### src/rtl/hsmt_pkg.sv
// Package for the hashed segment memo table: codes, hash constants and the
// command and status structs between controller and datapath. No dependencies.
package hsmt_pkg;

  // FNV-1a 64 constants. The prime is 2^40 + 0x1B3.
  localparam logic [63:0] HASH_BASIS  = 64'hCBF29CE484222325;
  localparam int          PRIME_SHIFT = 40;
  localparam logic [8:0]  PRIME_LO    = 9'h1B3;

  localparam logic [15:0] USE_MAX   = 16'hFFFF;
  localparam logic [31:0] TOTAL_MAX = 32'hFFFFFFFF;

  // Field widths fixed by the item format.
  localparam int SEG_W      = 11;
  localparam int MAXE_W     = 7;
  localparam int CFG_IDX_W  = 1;
  localparam int CFG_DATA_W = 11;
  localparam int LIM_W      = 13;
  localparam int SEGM_W     = 17;

  // Operation codes.
  localparam logic [1:0] OP_ABSORB = 2'd0;
  localparam logic [1:0] OP_LOOKUP = 2'd1;
  localparam logic [1:0] OP_STORE  = 2'd2;

  // Outcome codes.
  localparam logic [2:0] OUT_ABSORBED = 3'd0;
  localparam logic [2:0] OUT_HIT      = 3'd1;
  localparam logic [2:0] OUT_MISS     = 3'd2;
  localparam logic [2:0] OUT_SHORT    = 3'd3;
  localparam logic [2:0] OUT_STORED   = 3'd4;
  localparam logic [2:0] OUT_PRESENT  = 3'd5;

  // Configuration register indexes.
  localparam logic [CFG_IDX_W-1:0] REG_SEG_LEN = 1'b0;
  localparam logic [CFG_IDX_W-1:0] REG_MAX_ENT = 1'b1;

  typedef struct packed {
    logic       capture;
    logic       fold;
    logic [1:0] round;
    logic       close;
    logic       scan_init;
    logic       scan_cmp;
    logic       hit;
    logic       miss;
    logic       insert;
    logic       load_out;
    logic [2:0] outcome;
  } hsmt_cmd_t;

  typedef struct packed {
    logic [1:0] op;
    logic       room;
    logic       full;
    logic       scan_last;
    logic       found;
    logic       out_busy;
  } hsmt_sts_t;

endpackage

### src/rtl/hsmt_ctrl.sv
// Controller of the memo table: sequences hashing, table scan and result.
// Depends on hsmt_pkg.
module hsmt_ctrl
  import hsmt_pkg::*;
(
  input  logic      clk,
  input  logic      rst_n,
  input  logic      in_valid,
  output logic      in_ready,
  input  hsmt_sts_t sts,
  output hsmt_cmd_t cmd
);

  typedef enum logic [2:0] {
    S_IDLE, S_DECIDE, S_FOLD, S_SCAN_RD, S_SCAN_CMP, S_RESOLVE, S_DONE
  } state_t;

  state_t     state_r;
  logic [1:0] round_r;
  logic [2:0] outcome_r;
  logic       is_close;

  assign is_close = (sts.op == OP_LOOKUP) || (sts.op == OP_STORE);
  assign in_ready = (state_r == S_IDLE);

  // Commands decoded from the current state.
  always_comb begin
    cmd = '0;
    cmd.round = round_r;
    cmd.outcome = outcome_r;
    case (state_r)
      S_IDLE: cmd.capture = in_valid;
      S_DECIDE: begin
        cmd.close = is_close;
        cmd.scan_init = is_close && sts.full;
      end
      S_FOLD: cmd.fold = 1'b1;
      S_SCAN_CMP: cmd.scan_cmp = 1'b1;
      S_RESOLVE: begin
        if (sts.op == OP_LOOKUP) begin
          cmd.hit = sts.found;
          cmd.miss = !sts.found;
        end else begin
          cmd.insert = !sts.found;
        end
      end
      S_DONE: cmd.load_out = !sts.out_busy;
      default: cmd = '0;
    endcase
  end

  // State and registered outcome.
  always_ff @(posedge clk) begin
    if (!rst_n) begin
      state_r <= S_IDLE;
      round_r <= 2'd0;
      outcome_r <= OUT_ABSORBED;
    end else begin
      case (state_r)
        S_IDLE: begin
          if (in_valid) state_r <= S_DECIDE;
        end
        S_DECIDE: begin
          round_r <= 2'd0;
          outcome_r <= OUT_ABSORBED;
          if (sts.op == OP_ABSORB && sts.room) begin
            state_r <= S_FOLD;
          end else if (is_close && sts.full) begin
            state_r <= S_SCAN_RD;
          end else begin
            if (is_close) outcome_r <= OUT_SHORT;
            state_r <= S_DONE;
          end
        end
        S_FOLD: begin
          round_r <= round_r + 2'd1;
          if (round_r == 2'd3) state_r <= S_DONE;
        end
        S_SCAN_RD: state_r <= S_SCAN_CMP;
        S_SCAN_CMP: state_r <= sts.scan_last ? S_RESOLVE : S_SCAN_RD;
        S_RESOLVE: begin
          if (sts.op == OP_LOOKUP) outcome_r <= sts.found ? OUT_HIT : OUT_MISS;
          else outcome_r <= sts.found ? OUT_PRESENT : OUT_STORED;
          state_r <= S_DONE;
        end
        S_DONE: begin
          if (!sts.out_busy) state_r <= S_IDLE;
        end
        default: state_r <= S_IDLE;
      endcase
    end
  end

endmodule

### config.mk
export PLATFORM = sky130hd
export DESIGN_NAME = hsmt_ctrl
export DESIGN_NICKNAME = d
export VERILOG_FILES = /design/src/rtl/hsmt_pkg.sv /design/src/rtl/hsmt_ctrl.sv
export SDC_FILE = /design/constraint.sdc
export NUM_CORES = 1
export LEC_CHECK = 0
export BUFFER_PORTS_ARGS = -buffer_cell sky130_fd_sc_hd__buf_4
export CORE_AREA = 2 2 42 44
export CTS_CLUSTER_DIAMETER = 100
export DETAILED_ROUTE_END_ITERATION = 10
export DIE_AREA = 0 0 44 46
export PLACE_DENSITY = 0.7
export SLEW_MARGIN = 20
export SYNTH_ARGS = -nofsm -noshare
export SYNTH_HDL_FRONTEND = slang
export SYNTH_SLANG_ARGS = --single-unit
export TNS_END_PERCENT = 30
### constraint.sdc
create_clock -name clk -period 1.4 [get_ports clk]
set_clock_uncertainty 0.1 [all_clocks]
set_input_delay 0.21 -clock clk [delete_from_list [all_inputs] [get_ports clk]]
set_output_delay 0.21 -clock clk [all_outputs]
set_load 0.05 [all_outputs]
# After elaboration in Yosys (flattened, before gate mapping)
# Cells that the tools add are included.
op_classes:
  n_addsub: 1
  eq_ne: 12
  muxes: 25
  n_reduce_logical: 11
op_table:
  columns: ["cell", "n"]
  rows:
  - ["$mux 3", 9]
  - ["$pmux 3 s7", 1]
  - ["$mux 2", 7]
  - ["$eq 3x3->1 const B", 3]
  - ["$eq 3x2->1 const B", 2]
  - ["$mux 1", 6]
  - ["$ne 2x2->1 const B", 3]
  - ["$pmux 3 s2", 1]
  - ["$reduce_or 6->1", 1]
  - ["$eq 2x2->1 const B", 2]
  - ["$pmux 2 s2", 1]
  - ["$reduce_bool 2->1", 2]
  - ["$eq 3x1->1 const B", 1]
  - ["$logic_not 3->1", 1]
  - ["$reduce_and 3->1", 1]
  - ["$add 2x1->2 const B", 1]
  - ["$eq 2x1->1 const B", 1]
  - ["$logic_and 1x1->1", 2]
  - ["$logic_not 1->1", 2]
  - ["$logic_not 2->1", 1]
  - ["$logic_or 1x1->1", 1]
word_totals:
  wordCells: 52
  inputBits: 10
  regBits: 8
  out_inout_bits: 15

# Logic depth before layout (Yosys ltp)
logic_depth:
  word_depth: 6
  depth_mapped: 6
  ltp_nobuf: 6

# Least setup slack after synthesis
# OpenSTA, ideal clock, no wires.
synth_timing:
  kind: "register -> output"
  startpoint: "reg state_r[0]"
  endpoint: "out cmd[13] (netlist name)"
  path_stages_with_launch: 4
  path_slack_ns: -1.084
  required_time_ns: 1.090
  t_arrival_ns: 2.174
  n_path_buf: 1
  path_cell_list: "dfxtp_1 -> buf_4 -> nor3_1 -> and2_1"
synth_lines:
  columns: ["item", "line_no", "rtl"]
  rows:
  - ["start, declared", "hsmt_ctrl.sv:18", "state_t state_r;"]
  - ["start signal, assigned", "hsmt_ctrl.sv:80", "S_SCAN_CMP: state_r <= sts.scan_last ? S_RESOLVE : S_SCAN_RD;"]
  - ["end, declared", "hsmt_ctrl.sv:11", "output hsmt_cmd_t cmd"]

==> impl_metrics.toml <==
[outcome]
status = "finished with violations"
violations = "setup timing"

[synthesis]
synth-simple-area-share_pct = 35.3
synthCells = 78
synth_edf_count = 0
synth.distinct_cells = 32
syn_nets = 91
synth_xor_area_share_pct = 0
synth_area_leaders = "dfxtp_1, and2_1, ha_1"
netlist.area_leader.share_pct = 26.1
muxShareOfSynthArea_pct = 1.63
syn_area_per_cell_um2 = 7.86
yosys_warnings = 0
synth_top_family_by_area = "simple AND/OR/NAND/NOR gates"
synthTopCellsByCount = "and2_1, nand2_1, dfxtp_1, o21ai_0"
syn_area_um2 = 613
synth_fa_ha_area_share_pct = 6.12
synth_compound_area_share_pct = 23.9
seq_area_frac_synth_pct = 26.1
ys_ff_latch = 8
synth_ff_type = "dfxtp_1"
synth_top_area_cell = "dfxtp_1"
synthArstFlopShare_pct = 0

[floorplan]
ioPinCount = 25
die_w_um = 44
dieArea_mm2 = 0.00202
die_h_um = 46
placementRows = 15
core_area_mm2 = 0.00161
initial_core_util_pct = 38.0

[sta]
hold_violations = 0
final.min_clock_period_ps = 1540
fin_hold_ws_ps = 157
tightest_slew_ps = 225
slew_headroom_pct = 84.8
rsz0062_at_grt = "yes"
setup_viol = 15
setup_ws_ps = -142
finalCritPeriodShare_pct = 110
fmax_ghz = 0.649
drv_slew = 0

[clock_network]
cts_hold_buf = 0
cts_root_buffer = "clkbuf_4"
clk_latency_ps = 250
cts_buffer_depth = 2
htreeDepth = 1
cts_buffers = 3
tritoncts = "yes"
cts.clk_slew.worst_paths_ps = 60
clock_sinks = 8

[critical_path]
cp-end-kind = "output pin"
reg2reg_slack_ps = 50
cp_top_family = "simple AND/OR/NAND/NOR gates"
crit_slowest_cell = "dfxtp_4"
r2r-start = "state_r[0]"
crit_type = "register to output pin"
crit_buf_inv = 1
cp_data_required_time_ps = 1090
path_max_fanout = 6
reg2reg_depth = 4
worst_ep_arrival_time_ps = 1230
cp-start-kind = "register"
max_stage_delay_ps = 390
r2r-end = "state_r[1]"
worstPathCellList = "nor2b_4 > nand2_2 > nor3_4 > buf_6"

[place]
preCtsSetupSlack_ps = -88.9
gp_congestion = 0.701
io_buffers = 24
placed_cell_area_um2 = 958
detailed_place_hpwl_um = 1250

[global_route]
grt_pass1_wl_um = 2820
grt_pass1_vias = 663
top_usage_layer = "met2"
antenna_found_initial = 0
met3_usage_pct = 3.57
track_usage_pct = 19.0
grtUsageMet2_pct = 31.8
overflow = 0
grt_max_degree = 13
met1_usage_pct = 24.2

[power_and_ir_drop]
power.density_mw_per_mm2 = 1990
p_clk_share_pct = 7.9
switchingPower_uw = 1050
ir_drop_uv = 1110
p_leak_uw = 0.000518
switching_share_pct = 46.5
power_frac_comb_pct = 74.0
seqPwrFrac_pct = 18.2
p_int_uw = 1210
power_uw = 2260

[final_layout]
multi_input_area_um2 = 520
drive_gt1_share_pct = 60.3
num-fill-cells = 127
fin_area_mm2 = 0.00113
areaGrowthSynthToFinish_pct = 85.1
final_util_pct = 70.3
seqCellArea_um2 = 168
num-nets-final = 131
diodes = 0

[drt]
wl_um = 1660
dr.pass1.iters = 4
detail-route-antenna-nets = 0
viasPerCell = 5.29
drc_errors = 0
drtIter0Drc = 18
num_vias = 703
post_drt_wl_per_cell_um = 12.5

[hold_path]
min_to = "state_r[2]"
hold_depth = 3
hp-start = "sts[0]"
hp-class = "input port to register"

[flow_run]
max_cap_viol_count = 0
[power groups by stage]
stage / clock network (uW) / registers (uW) / logic (uW)
4_1_cts: 184 / 402 / 1550
5_1_grt: 200 / 427 / 1780
3_3_place_gp: 0 / 395 / 1360
6_report: 179 / 411 / 1670
3_5_place_dp: 0 / 397 / 1380
2_1_floorplan: 0 / 346 / 994
[worst max-delay path by stage]
stage | startpoint | endpoint | slack (ps) | depth (start not counted)
4_1_cts | state_r[1] | cmd[13] | -150 | 4
5_1_grt | state_r[0] | cmd[6] | -220 | 4
2_1_floorplan | state_r[0] | cmd[13] | -200 | 3
3_3_place_gp | sts[5] | outcome_r[1] | -40 | 7
3_5_place_dp | state_r[1] | cmd[3] | -90 | 3
6_report | state_r[0] | cmd[4] | -140 | 4
[cell usage in the layout (no fill, tap or decap), types with 2 or more instances in the layout]
cell	Yosys	final
dfxtp_4	0	2
nand2b_4	0	2
nor2_2	1	2
buf_8	0	3
nor2_4	0	2
inv_1	4	2
buf_4	1	23
dfxtp_1	8	6
and2_4	0	8
inv_8	0	2
nand2_1	9	7
nor3_4	0	2
o21ai_0	6	6
ha_1	3	2
buf_6	1	12
clkbuf_4	0	3
nor2b_2	0	2
a21oi_1	3	3
a21boi_1	3	3
o21ai_1	2	2
[per-stage QoR]
stage	std cells	setup TNS, ps
2_1_floorplan	78	-784
5_1_grt	133	-2210
4_1_cts	132	-1800
3_5_place_dp	126	-284
6_report	133	-1300
3_3_place_gp	126	-82.7
[layer usage]
layer	part of all wire, %	wire (um)	vias up
li1	-	-	351
met1	41	688	329
met2	53	883	21
met3	4.5	74	2
met4	0.72	12	0
met5	0	0	-
[registers in the layout (all words and copies together) (netlist names)]
register	flops
outcome_r	3
round_r	2
state_r	3
[final cells by class]
cell class | instances | area share [%]
clock buffers | 3 | 1.98
inverters | 4 | 2.65
multi-input cells | 62 | 45.9
flip-flops and latches | 8 | 14.8
well taps | 17 | 1.87
repair buffers | 39 | 32.9
[worst reg2reg max path: stages (launching register included)]
cell	delay, ps
dfxtp_4	370
buf_12	150
o41ai_2	300
a21oi_1	110
a32o_1	220
[what timing repair did]
action	in CTS	in global routing
pin swaps	0	3
setup endpoints to repair	16	16
buffers inserted	3	1
resized for setup	19	16
endpoints found under the hold margin	0	0
[cells by family after synthesis]
family | Yosys count
compound gates | 21
fa+ha+maj | 3
buf+inv | 8
flops | 8
mux | 1
simple gates | 37
(Power assumes the default switching activity.)
